File: src/design/tibf_pkg.sv
`timescale 1ns / 1ps

package tibf_pkg;

  localparam logic [7:0] IacByte     = 8'd255;
  localparam logic [7:0] CmdWill     = 8'd251;
  localparam logic [7:0] CmdDont     = 8'd254;
  localparam logic [7:0] CrByte      = 8'd13;
  localparam logic [7:0] LfByte      = 8'd10;
  localparam logic [7:0] NulByte     = 8'd0;
  localparam logic [7:0] NoFlushByte = 8'd4;

  // Result buffer depth and its index/count widths.
  localparam int unsigned FifoDepth = 4;
  localparam int unsigned PtrW      = $clog2(FifoDepth);
  localparam int unsigned CntW      = $clog2(FifoDepth + 1);

  typedef enum logic [1:0] {
    MODE_NORMAL  = 2'd0,
    MODE_COMMAND = 2'd1,
    MODE_OPTION  = 2'd2,
    MODE_AFTERCR = 2'd3
  } tibf_mode_e;

  typedef struct packed {
    logic [7:0] out_byte;
    logic       immediate;
    logic       flush;
    logic       last;
  } tibf_res_t;

  // Zero, one or two results produced by one input byte.
  typedef struct packed {
    logic [1:0] cnt;
    tibf_res_t  res0;
    tibf_res_t  res1;
  } tibf_push_t;

  function automatic tibf_res_t tibf_plain(input logic [7:0] b);
    tibf_res_t r;
    r.out_byte  = b;
    r.immediate = (b != LfByte) && (b != CrByte);
    r.flush     = (b != NoFlushByte);
    r.last      = 1'b1;
    return r;
  endfunction

endpackage

File: src/design/tibf_in_if.sv
`timescale 1ns / 1ps

interface tibf_in_if;
  logic       valid;
  logic       ready;
  logic [7:0] in_byte;

  modport source (output valid, output in_byte, input ready);
  modport sink (input valid, input in_byte, output ready);
endinterface

File: src/design/tibf_out_if.sv
`timescale 1ns / 1ps

interface tibf_out_if;
  logic       valid;
  logic       ready;
  logic [7:0] out_byte;
  logic       immediate;
  logic       flush;
  logic       last;

  modport source (output valid, output out_byte, output immediate, output flush,
                  output last, input ready);
  modport sink (input valid, input out_byte, input immediate, input flush,
                input last, output ready);
endinterface

File: src/design/tibf_decode.sv
`timescale 1ns / 1ps

module tibf_decode import tibf_pkg::*; (
  input  tibf_mode_e mode_i,
  input  logic [7:0] byte_i,
  output tibf_mode_e mode_o,
  output tibf_push_t push_o
);

  always_comb begin
    mode_o = mode_i;
    push_o = '0;
    unique case (mode_i)
      MODE_NORMAL: begin
        if (byte_i == IacByte) begin
          mode_o = MODE_COMMAND;
        end else if (byte_i == CrByte) begin
          mode_o = MODE_AFTERCR;
        end else begin
          push_o.cnt  = 2'd1;
          push_o.res0 = tibf_plain(byte_i);
        end
      end
      MODE_COMMAND: begin
        if (byte_i >= CmdWill && byte_i <= CmdDont) begin
          mode_o = MODE_OPTION;
        end else begin
          mode_o = MODE_NORMAL;
          // escaped IAC passes one literal 255, no flush
          if (byte_i == IacByte) begin
            push_o.cnt  = 2'd1;
            push_o.res0 = '{out_byte: IacByte, immediate: 1'b1, flush: 1'b0,
                            last: 1'b1};
          end
        end
      end
      MODE_OPTION: begin
        mode_o = MODE_NORMAL;
      end
      MODE_AFTERCR: begin
        if (byte_i == LfByte || byte_i == NulByte) begin
          mode_o      = MODE_NORMAL;
          push_o.cnt  = 2'd1;
          push_o.res0 = '{out_byte: CrByte, immediate: 1'b0, flush: 1'b1,
                          last: 1'b1};
        end else if (byte_i == IacByte) begin
          mode_o      = MODE_COMMAND;
          push_o.cnt  = 2'd1;
          push_o.res0 = '{out_byte: CrByte, immediate: 1'b0, flush: 1'b0,
                          last: 1'b1};
        end else begin
          mode_o      = MODE_NORMAL;
          push_o.cnt  = 2'd2;
          push_o.res0 = '{out_byte: CrByte, immediate: 1'b0, flush: 1'b0,
                          last: 1'b0};
          push_o.res1 = tibf_plain(byte_i);
        end
      end
    endcase
  end

endmodule

File: src/design/tibf_res_fifo.sv
`timescale 1ns / 1ps

module tibf_res_fifo import tibf_pkg::*; (
  input  logic       clk_i,
  input  logic       rst_ni,
  input  tibf_push_t push_i,
  output logic       space_o,
  tibf_out_if.source res_o
);

  tibf_res_t           mem_q [FifoDepth];
  logic [PtrW-1:0]     wr_ptr_q, wr_ptr_d;
  logic [PtrW-1:0]     rd_ptr_q, rd_ptr_d;
  logic [CntW-1:0]     cnt_q, cnt_d;
  logic                pop;
  logic [PtrW-1:0]     wr_ptr_nxt;

  assign pop        = res_o.valid && res_o.ready;
  assign wr_ptr_nxt = wr_ptr_q + PtrW'(1);
  // room for the worst case of two results
  assign space_o    = (cnt_q <= CntW'(FifoDepth - 2));

  assign res_o.valid     = (cnt_q != '0);
  assign res_o.out_byte  = mem_q[rd_ptr_q].out_byte;
  assign res_o.immediate = mem_q[rd_ptr_q].immediate;
  assign res_o.flush     = mem_q[rd_ptr_q].flush;
  assign res_o.last      = mem_q[rd_ptr_q].last;

  always_comb begin
    wr_ptr_d = wr_ptr_q + PtrW'(push_i.cnt);
    rd_ptr_d = pop ? rd_ptr_q + PtrW'(1) : rd_ptr_q;
    cnt_d    = cnt_q + CntW'(push_i.cnt) - CntW'(pop);
  end

  always_ff @(posedge clk_i or negedge rst_ni) begin
    if (!rst_ni) begin
      wr_ptr_q <= '0;
      rd_ptr_q <= '0;
      cnt_q    <= '0;
    end else begin
      wr_ptr_q <= wr_ptr_d;
      rd_ptr_q <= rd_ptr_d;
      cnt_q    <= cnt_d;
    end
  end

  always_ff @(posedge clk_i) begin
    if (push_i.cnt != 2'd0) begin
      mem_q[wr_ptr_q] <= push_i.res0;
    end
    if (push_i.cnt == 2'd2) begin
      mem_q[wr_ptr_nxt] <= push_i.res1;
    end
  end

endmodule

File: src/design/telnet_input_byte_filter_core.sv
`timescale 1ns / 1ps

// Telnet input filter: cleans a received telnet byte stream for a command
// shell. IAC sequences are removed (WILL/WONT/DO/DONT also drop their option
// byte), IAC IAC yields a literal 255 with immediate set and no flush, and a
// CR is held back until the next byte shows whether it ends a line (CR LF or
// CR NUL give one flushing CR). Each result carries immediate (not CR/LF),
// flush (not 4) and last (final result of its input byte). Filter state
// persists across packets and resets to normal mode. Timing: a request
// enters an input register, is decoded combinationally and its zero, one
// or two results are written to a four-entry result buffer, so a new
// request can be taken every cycle while the buffer has two free entries.
// The result port drains one result per cycle while the consumer is ready,
// so a byte that releases a held CR along with itself leaves two results
// for the port to drain instead of one.

module telnet_input_byte_filter_core import tibf_pkg::*; (
  input  logic       clk_i,
  input  logic       rst_ni,
  tibf_in_if.sink    req_i,
  tibf_out_if.source res_o
);

  logic       req_valid_q, req_valid_d;
  logic [7:0] req_byte_q;
  tibf_mode_e mode_q, mode_d, mode_dec;
  tibf_push_t push_dec, push;
  logic       space;
  logic       process;

  // Decode the held request only when the buffer can take two results.
  assign process     = req_valid_q && space;
  assign req_i.ready = !req_valid_q || space;

  tibf_decode u_decode (
    .mode_i (mode_q),
    .byte_i (req_byte_q),
    .mode_o (mode_dec),
    .push_o (push_dec)
  );

  always_comb begin
    push        = push_dec;
    mode_d      = mode_q;
    req_valid_d = req_valid_q;
    if (!process) begin
      push.cnt = 2'd0;
    end else begin
      mode_d = mode_dec;
    end
    // advance the input register whenever it is free or being drained
    if (req_i.ready) begin
      req_valid_d = req_i.valid;
    end
  end

  always_ff @(posedge clk_i or negedge rst_ni) begin
    if (!rst_ni) begin
      req_valid_q <= 1'b0;
      mode_q      <= MODE_NORMAL;
    end else begin
      req_valid_q <= req_valid_d;
      mode_q      <= mode_d;
    end
  end

  // hold the payload until the request is decoded
  always_ff @(posedge clk_i) begin
    if (req_i.valid && req_i.ready) begin
      req_byte_q <= req_i.in_byte;
    end
  end

  tibf_res_fifo u_res_fifo (
    .clk_i   (clk_i),
    .rst_ni  (rst_ni),
    .push_i  (push),
    .space_o (space),
    .res_o   (res_o)
  );

endmodule
File: src/flat_wrapper.sv
// flat-port wrapper written by rule: the top's interface ports become plain ports
module telnet_input_byte_filter_core_flat import tibf_pkg::*;
  (clk_i, rst_ni, req_i_valid, req_i_in_byte, req_i_ready, res_o_valid, res_o_out_byte, res_o_immediate, res_o_flush, res_o_last, res_o_ready);
  tibf_in_if req_i_i ();
  tibf_out_if res_o_i ();
  input  logic clk_i;
  input  logic rst_ni;
  input wire logic [$bits(req_i_i.valid)-1:0] req_i_valid;
  input wire logic [$bits(req_i_i.in_byte)-1:0] req_i_in_byte;
  output wire logic [$bits(req_i_i.ready)-1:0] req_i_ready;
  output wire logic [$bits(res_o_i.valid)-1:0] res_o_valid;
  output wire logic [$bits(res_o_i.out_byte)-1:0] res_o_out_byte;
  output wire logic [$bits(res_o_i.immediate)-1:0] res_o_immediate;
  output wire logic [$bits(res_o_i.flush)-1:0] res_o_flush;
  output wire logic [$bits(res_o_i.last)-1:0] res_o_last;
  input wire logic [$bits(res_o_i.ready)-1:0] res_o_ready;
  assign req_i_i.valid = req_i_valid;
  assign req_i_i.in_byte = req_i_in_byte;
  assign req_i_ready = req_i_i.ready;
  assign res_o_valid = res_o_i.valid;
  assign res_o_out_byte = res_o_i.out_byte;
  assign res_o_immediate = res_o_i.immediate;
  assign res_o_flush = res_o_i.flush;
  assign res_o_last = res_o_i.last;
  assign res_o_i.ready = res_o_ready;
  telnet_input_byte_filter_core u_core (.clk_i(clk_i), .rst_ni(rst_ni), .req_i(req_i_i), .res_o(res_o_i));
endmodule
File: config.mk
export PLATFORM = sky130hd
export DESIGN_NAME = telnet_input_byte_filter_core_flat
export DESIGN_NICKNAME = d
export VERILOG_FILES = /design/src/design/tibf_pkg.sv /design/src/design/tibf_in_if.sv /design/src/design/tibf_out_if.sv /design/src/design/tibf_decode.sv /design/src/design/tibf_res_fifo.sv /design/src/design/telnet_input_byte_filter_core.sv /design/src/flat_wrapper.sv
export SDC_FILE = /design/constraint.sdc
export NUM_CORES = 1
export LEC_CHECK = 0
export BUFFER_PORTS_ARGS = -buffer_cell sky130_fd_sc_hd__buf_2
export CAP_MARGIN = 20
export CORE_ASPECT_RATIO = 2
export CORE_UTILIZATION = 50
export CTS_BUF_LIST = sky130_fd_sc_hd__clkbuf_16
export DETAILED_ROUTE_END_ITERATION = 10
export GPL_TIMING_DRIVEN = 0
export PLACE_DENSITY = 0.66
export SLEW_MARGIN = 10
export SYNTH_ARGS = -nofsm -noshare
export SYNTH_HDL_FRONTEND = slang
export SYNTH_HIERARCHICAL = 1
export SYNTH_SLANG_ARGS = --single-unit
File: constraint.sdc
create_clock -name clk_i -period 5.4 [get_ports clk_i]
set_input_delay 0.81 -clock clk_i [delete_from_list [all_inputs] [get_ports clk_i]]
set_output_delay 0.81 -clock clk_i [all_outputs]
set_load 0.1 [all_outputs]
; Word level (Yosys, flattened, before mapping)
; Memories as Yosys holds them, arrays and structs flattened.
; Cells that the tools add are included.
[totals]
reg_bits = 18
ramBits = 44
in_bits = 12
out_inout_bits = 13
wordCells = 60
mem_count = 1
[mem_list]
columns = memory, depth, word_bits, rd, rd_ports_with_merged_regs, write_ports, line
row1 = u_core.u_res_fifo.mem_q, 4, 11, 1, 0, 2, tibf_res_fifo.sv:11  ; tibf_res_t mem_q [FifoDepth];
[classes]
n_addsub = 5
order_cmp = 3
eq_ne = 11
n_mux = 21
n_reduce_logical = 13
[op_table]
columns = op, count
row1 = $mux W12, 4
row2 = $pmux W13 S3, 1
row3 = $mux W11, 3
row4 = $mux W13, 2
row5 = $eq A8 B4 Y1 const B, 2
row6 = $ne A8 B4 Y1 const B, 2
row7 = $eq A8 B8 Y1 const B, 1
row8 = $ge A8 B8 Y1 const B, 1
row9 = $le A8 B8 Y1 const B, 1
row10 = $logic_not A8 Y1, 1
row11 = $mux W2, 4
row12 = $ne A8 B3 Y1 const B, 1
row13 = $pmux W2 S4, 1
row14 = $eq A2 B2 Y1 const B, 3
row15 = $mux W1, 6
row16 = $logic_and A1 B1 Y1, 5
row17 = $add A2 B1 Y2 const B, 2
row18 = $add A3 B2 Y3, 1
row19 = $le A3 B2 Y1 const B, 1
row20 = $ne A3 B3 Y1 const B, 1
row21 = $reduce_bool A3 Y1, 1
row22 = $sub A3 B1 Y3, 1
row23 = $add A2 B2 Y2, 1
row24 = $eq A2 B1 Y1 const B, 1
row25 = 5 further kinds, 6

; Logic depth before layout (Yosys ltp)
; Gate-level depths: netlist (run 1).
[logic_depth]
depth_word = 9
ltp_mapped = 15

; Hierarchy
; Netlist (run 1), hierarchy kept.
[by_module_without_submodules]
columns = mod, instances, cells_per_inst, area_per_inst_um2, seq_area_each_um2
row1 = tibf_res_fifo, 1, 146, 2655.0, 1496.4
row2 = tibf_decode, 1, 69, 474.2, 0.0
row3 = telnet_input_byte_filter_core, 1, 19, 382.9, 315.3

; Worst setup path before layout (run 1)
; Ideal clock, no wire load.
[synth_path]
kind = flip-flop to flip-flop
start = reg u_core.req_byte_q[6]
end = mem u_core/u_res_fifo/mem_q[0][0] in the netlist's numbering (enable)
setup_ps = 397
t_arrival_ps = 2795
required_ps = 5003
setup_slack_ps = 2208
path_stages_with_launch = 9
path_buffers = 1
synth_period_minus_slack_ps = 3192
path_cell_list = edfxtp_1 -> and4_1 -> mux2_4 -> a21boi_4 -> nand3b_1 -> buf_4 -> and3_1 -> nor2_1 -> o31ai_1
[synth_lines]
columns = element, line
row1 = "start, declared", telnet_input_byte_filter_core.sv:25  ; logic [7:0] req_byte_q;
row2 = "start signal, assigned", telnet_input_byte_filter_core.sv:70  ; req_byte_q <= req_i.in_byte;
row3 = "end, declared", tibf_res_fifo.sv:11

==> results of run 1 <==
power by group through the flow:
| stage | clock (mW) | combinational, mW | sequential, mW |
|---|---|---|---|
| after floorplan | 0 | 0.919 | 0.721 |
| after global placement | 0 | 1.05 | 0.738 |
| after detailed placement | 0 | 1.08 | 0.742 |
| after CTS | 0.493 | 1.09 | 0.733 |
| after global routing | 0.513 | 1.15 | 0.744 |
| final | 0.480 | 1.08 | 0.731 |
cell usage in the layout, fill, tap and decap left out, types with 4 or more instances in the layout:
cell type / netlist / final
clkbuf_16: 0 / 9
a21oi_1: 7 / 7
ha_1: 4 / 4
xnor2_1: 6 / 6
mux2_2: 25 / 25
inv_1: 7 / 10
buf_4: 5 / 7
dfrtp_1: 10 / 10
a21o_1: 4 / 4
nor2_1: 4 / 4
and2_1: 6 / 6
nand2_1: 10 / 10
and3_1: 6 / 6
nor2b_1: 4 / 4
mux2_4: 22 / 22
buf_2: 7 / 31
edfxtp_1: 52 / 52
mux4_2: 11 / 11
buf_6: 3 / 4
registers in the layout (all words and copies together) (netlist names):
register	flops
u_core/u_res_fifo/rd_ptr_q	2
u_core/u_res_fifo/wr_ptr_q	2
u_core/u_res_fifo/mem_q	44
u_core/req_valid_q	1
u_core/mode_q	2
u_core/req_byte_q	8
u_core/u_res_fifo/cnt_q	3
area by class of cell:
cell class,instances,area [µm²],share of cell area (%)
plain buffers,16,111,2.77
clock buffers,9,225,5.59
clock inverters,7,27.5,0.684
inverters,7,26.3,0.653
multi-input cells,149,1570,38.9
flip-flops and latches,62,1810,45.0
well taps,88,110,2.73
repair buffers,27,146,3.64
critical path, cell delays in order (launching register included):
cell	delay (ps)
edfxtp_1	460
nor4_4	440
mux2_4	250
a21boi_4	80
nand3b_1	290
buf_4	200
and3_1	270
and4bb_4	420
buf_6	200
a21o_1	530
path summary, 6_finish.rpt:
| check | startpoint | end | slack, ps | cells after the start |
|---|---|---|---|---|
| max in group asynchronous | rst_ni | u_core/mode_q[1] | 4850 | 1 |
| hold reg to reg | u_core/mode_q[1] | u_core/mode_q[1] | 540 | 1 |
| setup reg to reg | u_core/req_byte_q[5] | u_core/u_res_fifo/mem_q[2][1] | 1890 | 9 |
| hold / removal | rst_ni | u_core/u_res_fifo/cnt_q[1] | 340 | 1 |
| setup / recovery | u_core/req_byte_q[5] | u_core/u_res_fifo/mem_q[2][1] | 1890 | 9 |
| min in group clk_i | u_core/mode_q[1] | u_core/mode_q[1] | 540 | 1 |
kinds of logic after synthesis:
| group | count (synthesis) | share of synthesized area [%] |
|---|---|---|
| flops | 62 | 51.6 |
| mux | 59 | 24.8 |
| simple gates | 55 | 11.0 |
| buf+inv | 23 | 3.92 |
| compound gates | 22 | 4.77 |
| xor+xnor | 8 | 2.00 |
| fa+ha+maj | 5 | 2.00 |
routing by layer:
layer,up-vias,part of all wire (%),GRT usage (%)
li1,972,-,-
met1,972,38,21.8
met2,38,57,36.3
met3,11,2.4,5.78
met4,0,2.5,11.4
met5,-,0,0
==> metrics, run 1 <==
Clock Pin Slew Worst Setup and Hold Paths 50 ps; Sequential Power Share 32.0%; critical path capture point type flop; RSZ-0062 raised after global routing no; DR WL/cell 18.1 µm; CORE AREA 0.00673 mm²; period utilization between 60 and 70%; WP data required 5360 ps; arrival time of the worst setup path 3470 ps; final setup fails 0; Via density 5.46; Tot GR Track Use 21.0%; crit-path max FO 11; synth top area cells edfxtp_1 (44%), mux2_4 (9.4%), mux2_2 (8.0%); initial antenna violation count 0; WS Path Type reg -> reg; Slew Viols, Final 0; total leakage power between 1.5 and 2 nW; FP Rows 42; sw power 1.00 mW; Bufs on Longest Clock Path 2; post-synthesis sequential area ratio 51.6%; number of synthesized flops with an enable pin 52; Yosys top cell by area edfxtp_1; PostCTS Resize Cnt 0; synthesized cell area 0.00351 mm²; Slew HR 57.2%; Filler Cell Count between 500 and 600; Synth top cells by count edfxtp_1 (52), mux2_2 (25), mux2_4 (22); antenna fix cells 0; Non-Filler Instances 365; Port Buffers 24; chip width a little over 60 µm; vias in the first global route 2077; DR vias 1993; Yosys reg bits 62; Gate Count Post-Synth 234; Final Hold Viols 0; Synth Net Count around 250; Worst IR Drop VDD a little under 0.4 mV; Antenna Nets Post-Route 0; ys async rst share 16.1%; Post-CTS Setup Bufs 0; detailed placement HPWL about 4800 µm; largest net degree at the start of global routing 12; Initial Utilization 52.2%; crit start category flop; CTS Hold Bufs 0; final instance area 0.00403 mm²; number of instances in the placed design 349; P per Cell Area 568 mW/mm²; P_int 1.29 mW; sw frac around 44%; ys flop type edfxtp_1; Post-Route WL around 6600 µm; Synth warnings 6; DP Worst Slack 1900 ps; Finished Core Util 59.9%; Max H-tree Level 3; most frequent cell after synthesis edfxtp_1; status complete, no violations; GPL Wtd Cong 0.814; setup ws final 1890 ps; total gr overflow 0; Synth top area share 44.5%; Pre-antenna DRT Iters 4; Root Driver clkbuf_16; hold_ws 342 ps; Area Growth Syn to Fin 14.6%; synth unique cells 51; syn_area_per_cell 15.0 µm²; IO Pins 25; layout cell share with drive strength beyond 1 around 44%; max-cap violations 0; first-pass GRT wire length 10500 µm; Max Clk Rate 0.285 GHz; Total Power about 2.3 mW; Die Y-Extent 121 µm; die area between 0.007 and 0.008 mm²; Gate power share a little under half; Remaining DRCs 0; Slew @ Worst Pin 639 ps; DP Area approximately 0.0038 mm²; CTS sink count 62; Clock power frac 21.0%; minimum clock period around 3500 ps; skew final about 6 ps; total CTS buffers 9; CTS tree done; later-pin clock latency in the skew report 330 ps; type of the most critical hold path in -> async; layout net count 289; TNS Setup 0 ps; initial DRC count 43
Note: power is estimated with default switching activity, not from simulation.
==> inputs of run 2 (changes only) <==
- clock period: 5.4 -> 3.3 ns (I/O delays scaled with it)
==> metrics, run 2 (same netlist as run 1, synthesis figures left out) <==
Register Area approximately 0.0018 mm²; status complete, no violations; reg2reg setup slack 110 ps; number of instances in the placed design between 300 and 400; layout cell share with drive strength beyond 1 46.6%; Multi-input gate area around 0.0016 mm²; CORE AREA roughly 0.0067 mm²; DR WL/cell 18.4 µm; Root Driver clkbuf_16; Max H-tree Level 3; RSZ-0062 raised after global routing no; Max Clk Rate around 0.31 GHz; depth of the most critical reg-to-reg path 10; Non-Filler Instances roughly 370; CTS sink count 62; GPL Wtd Cong 0.814; initial antenna violation count 0; final setup fails 0; initial DRC count 47; Area Growth Syn to Fin 15.9%; Largest register FFs 44; commonest non-fill, non-tap cell in the layout edfxtp_1; FP Rows 42; detailed placement HPWL 4820 µm; WP data required 3330 ps; Most flops, register u_core/u_res_fifo/mem_q; Die Y-Extent 121 µm; later-pin clock latency in the skew report 330 ps; P per Cell Area between 900 and 1000 mW/mm²; DR vias 1992; Tot GR Track Use 21.2%; Slew @ Worst Pin 486 ps; Bufs on Longest Clock Path 2; largest net degree at the start of global routing 12; Worst IR Drop VDD 0.636 mV; Pre-antenna DRT Iters 4; type of the most critical hold path in -> async; die area 0.00738 mm²; Via density 5.46; total gr overflow 0; Slew Viols, Final 0; vias in the first global route 2086; Remaining DRCs 0; crit start category flop; worst r2r dst u_core/u_res_fifo/mem_q[0][3]; arrival time of the worst setup path 3220 ps; chip width just over 60 µm; CTS tree done; Initial Utilization between 50% and 60%; total leakage power 1.55 nW; max-cap violations 0; Port Buffers 24; period utilization 96.6%; top flop regs u_core/u_res_fifo/mem_q: 44 flops, u_core/req_byte_q: 8 flops, u_core/u_res_fifo/cnt_q: 3 flops; skew final between 6 and 7 ps; Antenna Nets Post-Route 0; hold_ws 26.3 ps; crit-path max FO 10; Filler Cell Count slightly below 600; total CTS buffers 9; Clock Pin Slew Worst Setup and Hold Paths ~50 ps; Final Hold Viols 0; minimum clock period 3190 ps; critical path capture point type flop; Post-Route WL around 6700 µm; Slew HR 67.8%; first-pass GRT wire length 10600 µm; most frequent cells in the layout edfxtp_1 (52), buf_2 (31), mux2_2 (25); layout net count 289; IO Pins 25; antenna fix cells 0; WS Path Type reg -> reg; worst reg2reg startpoint u_core/req_byte_q[5]
run 2: layer usage:
layer	routed length (µm)	track usage, %	up-vias	part of all wire, %
li1	-	-	969	-
met1	2490	21.7	975	37
met2	3890	36.9	37	58
met3	172	5.78	11	2.6
met4	165	11.4	0	2.5
met5	0	0	-	0
run 2: layout make-up:
type | count | share of cell area [%]
sequential | 62 | 44.5
clock buffer | 9 | 5.53
tap | 88 | 2.70
clock inverter | 7 | 0.676
inverter | 7 | 0.645
multi-input combinational | 149 | 39.6
timing repair buffer | 27 | 3.60
buffer | 16 | 2.74
run 2: worst max-delay path by stage:
stage                     depth (start not counted)                       endpoint                 start
after floorplan                                   8  u_core/u_res_fifo/mem_q[0][0]  u_core/req_byte_q[6]
after global placement                            8  u_core/u_res_fifo/mem_q[0][3]  u_core/req_byte_q[6]
after detailed placement                          9  u_core/u_res_fifo/mem_q[2][5]  u_core/req_byte_q[5]
after CTS                                        14     u_core/u_res_fifo/cnt_q[2]  u_core/req_byte_q[6]
after global routing                             10  u_core/u_res_fifo/mem_q[0][3]  u_core/req_byte_q[5]
final                                            10  u_core/u_res_fifo/mem_q[0][3]  u_core/req_byte_q[5]
run 2: repair_timing:
| action | in CTS | in global routing |
|---|---|---|
| setup endpoints to repair | 17 | 62 |
| buffers inserted | 0 | 0 |
| hold buffers | 0 | 0 |
| resized for setup | 3 | 7 |
| cloned | 0 | 0 |
run 2: metrics by stage:
stage	utilization (%)	setup WS, ps	instance area, µm²	setup TNS [ps]	power (mW)
floorplan	-	108	3510	0	2.68
global placement	55.6	-839	3740	-16940	2.93
detailed placement	56.1	-205	3770	-2560	2.98
CTS	60.1	23.4	4040	0	3.80
global route	60.5	0.861	4070	0	3.96
finish	60.5	111	4070	0	3.77
run 2: worst max-delay path, stage by stage, from the launching register on:
cell and delay (ps):
edfxtp_1 460, nor4_4 450, mux2_4 250, a21boi_4 80, nand3b_1 290, buf_4 200, and3_2 250, nand4b_1 260
buf_4 250, o31ai_4 130, buf_4 250
run 2: power breakdown:
part | internal [mW] | switching [mW]
Combinational | 0.539 | 1.25
Clock | 0.488 | 0.299
Sequential | 1.09 | 0.111
Total | 2.12 | 1.66
==> inputs of run 3 (changes only) <==
- CORE_UTILIZATION: 50 -> 45
- PLACE_DENSITY: 0.66 -> 0.6
==> metrics, run 3 (same netlist as run 1, synthesis figures left out) <==
cell breakdown of the critical path and4_2 > mux2_4 > a21boi_4 > nand3b_1 > buf_4 > and3_1 > nand4b_1 > buf_4 > mux2_2; Root Driver clkbuf_16; DP Worst Slack -152 ps; detailed placement HPWL 4970 µm; hold_ws 26.2 ps; Max Clk Rate about 0.32 GHz; die area 0.00818 mm²; Filler Cell Count 664; RSZ-0062 raised after global routing no; Initial Utilization 46.6%; chip width 64.5 µm; layout cell share with drive strength beyond 1 47.7%; Finished Core Util about 54%; CTS sink count 62; P per Cell Area 930 mW/mm²; Slew @ Worst Pin 492 ps; Tot GR Track Use 18.6%; P_int 2.13 mW; crit-path max FO 10; Worst IR Drop VDD 0.720 mV; most frequent cells in the layout edfxtp_1 (52), buf_2 (31), mux2_2 (25); DR WL/cell around 18 µm; FP Rows between 40 and 50; total leakage power 1.55 nW; Remaining DRCs 0; Slew Viols, Final 0; antenna fix cells 0; Slew HR 67.1%; Post-CTS Setup Bufs 0; Final Hold Viols 0; Die Y-Extent 127 µm; largest net degree at the start of global routing 12; final instance area about 0.004 mm²; Total Power 3.81 mW; Largest register FFs 44; CTS tree done; sw frac 44.1%; commonest non-fill, non-tap cell in the layout edfxtp_1; period utilization 95.9%; number of instances in the placed design 355; Non-Filler Instances 371; later-pin clock latency in the skew report between 300 and 400 ps; status complete, no violations; total gr overflow 0; Via density 5.44; Clock Pin Slew Worst Setup and Hold Paths 50 ps; sw power 1.68 mW; layout net count 289; type of the most critical hold path in -> async; CP max stage delay 460 ps; skew final 5.82 ps; DR vias 2019; Area Growth Syn to Fin 16.5%; vias in the first global route 2101; total CTS buffers 9; initial antenna violation count 0; CORE AREA ~0.0075 mm²; TNS Setup 0 ps; max-cap violations 0; Bufs on Longest Clock Path 2; setup ws final 134 ps; Worst path most repeated cell buf_4; worst-path cell with the longest stage delay edfxtp_1; Antenna Nets Post-Route 0; WP data required 3370 ps; Multi-input gate area 0.00162 mm²; final setup fails 0; Max H-tree Level 3; Post-Route WL 6840 µm; Port Buffers 24; initial DRC count 77; Most flops, register u_core/u_res_fifo/mem_q; arrival time of the worst setup path approximately 3200 ps; Sequential Power Share 31.4%; top flop regs u_core/u_res_fifo/mem_q: 44 flops, u_core/req_byte_q: 8 flops, u_core/u_res_fifo/cnt_q: 3 flops; GPL Wtd Cong 0.836; critical path capture point type flop; Clock power frac between 20% and 30%; IO Pins 25; crit start category flop; minimum clock period 3170 ps; Gate power share approximately 47%; Register Area 0.00181 mm²; first-pass GRT wire length 10900 µm; Pre-antenna DRT Iters 4; WS Path Type reg -> reg; DP Area 0.00378 mm²
## run 3: changes by cell type in the layout (fill, tap and decap cells not counted)
cell        before  now
and3_2           1    0
xnor2_1          6    5
inv_1           10    8
clkinvlp_4       0    1
and4_1           1    0
clkinv_2         1    2
and4_2           0    1
and3_1           5    6
xnor2_2          0    1
## run 3: power by group through the flow
stage / Combinational, mW / Clock (mW) / Sequential (mW)
2_1_floorplan: 1.50 / 0 / 1.18
3_3_place_gp: 1.73 / 0 / 1.21
3_5_place_dp: 1.77 / 0 / 1.21
4_1_cts: 1.78 / 0.838 / 1.20
5_1_grt: 1.91 / 0.862 / 1.22
6_report: 1.80 / 0.812 / 1.20
## run 3: path summary, 6_finish.rpt
check                                startpoint                            end  slack [ps]  depth (start not counted)
setup / recovery           u_core/req_byte_q[6]  u_core/u_res_fifo/mem_q[0][6]         130                          9
hold / removal                           rst_ni               u_core/mode_q[0]          30                          1
setup reg to reg           u_core/req_byte_q[6]  u_core/u_res_fifo/mem_q[0][6]         130                          9
hold reg to reg                u_core/mode_q[1]               u_core/mode_q[1]         510                          1
max in group asynchronous                rst_ni             u_core/req_valid_q        3070                          1
min in group clk_i             req_i_in_byte[5]           u_core/req_byte_q[5]         340                          1
## run 3: final cells by class
cell class / instances / area share [%]
Timing Repair Buffer: 27 / 3.58
Clock inverter: 7 / 0.795
Buffer: 16 / 2.72
Sequential cell: 62 / 44.3
Multi-Input combinational cell: 149 / 39.6
Inverter: 7 / 0.642
Tap cell: 94 / 2.87
Clock buffer: 9 / 5.50
## run 3: per-layer routing
| metal | share of wire, % | global-route usage (%) |
|---|---|---|
| met2 | 56 | 32.9 |
| met5 | 0 | 0 |
| met1 | 38 | 19.6 |
| met4 | 2.9 | 10.1 |
| met3 | 3.4 | 4.68 |
## run 3: critical path, delay by kind of cell, from the launching register on
family	cells	cell delay, ps
flip-flops	1	460
multiplexers	2	660
AND/OR/NAND/NOR	4	1170
AO/OA/AOI/OAI	1	220
buffers and inverters	2	390
## run 3: what timing repair did
| item | 4_1_cts | 5_1_grt |
|---|---|---|
| gates cloned | 0 | 0 |
| endpoints found under the setup margin | 24 | 37 |
| resized for setup | 3 | 9 |
| endpoints found under the hold margin | 0 | 0 |
| hold buffers | 0 | 0 |
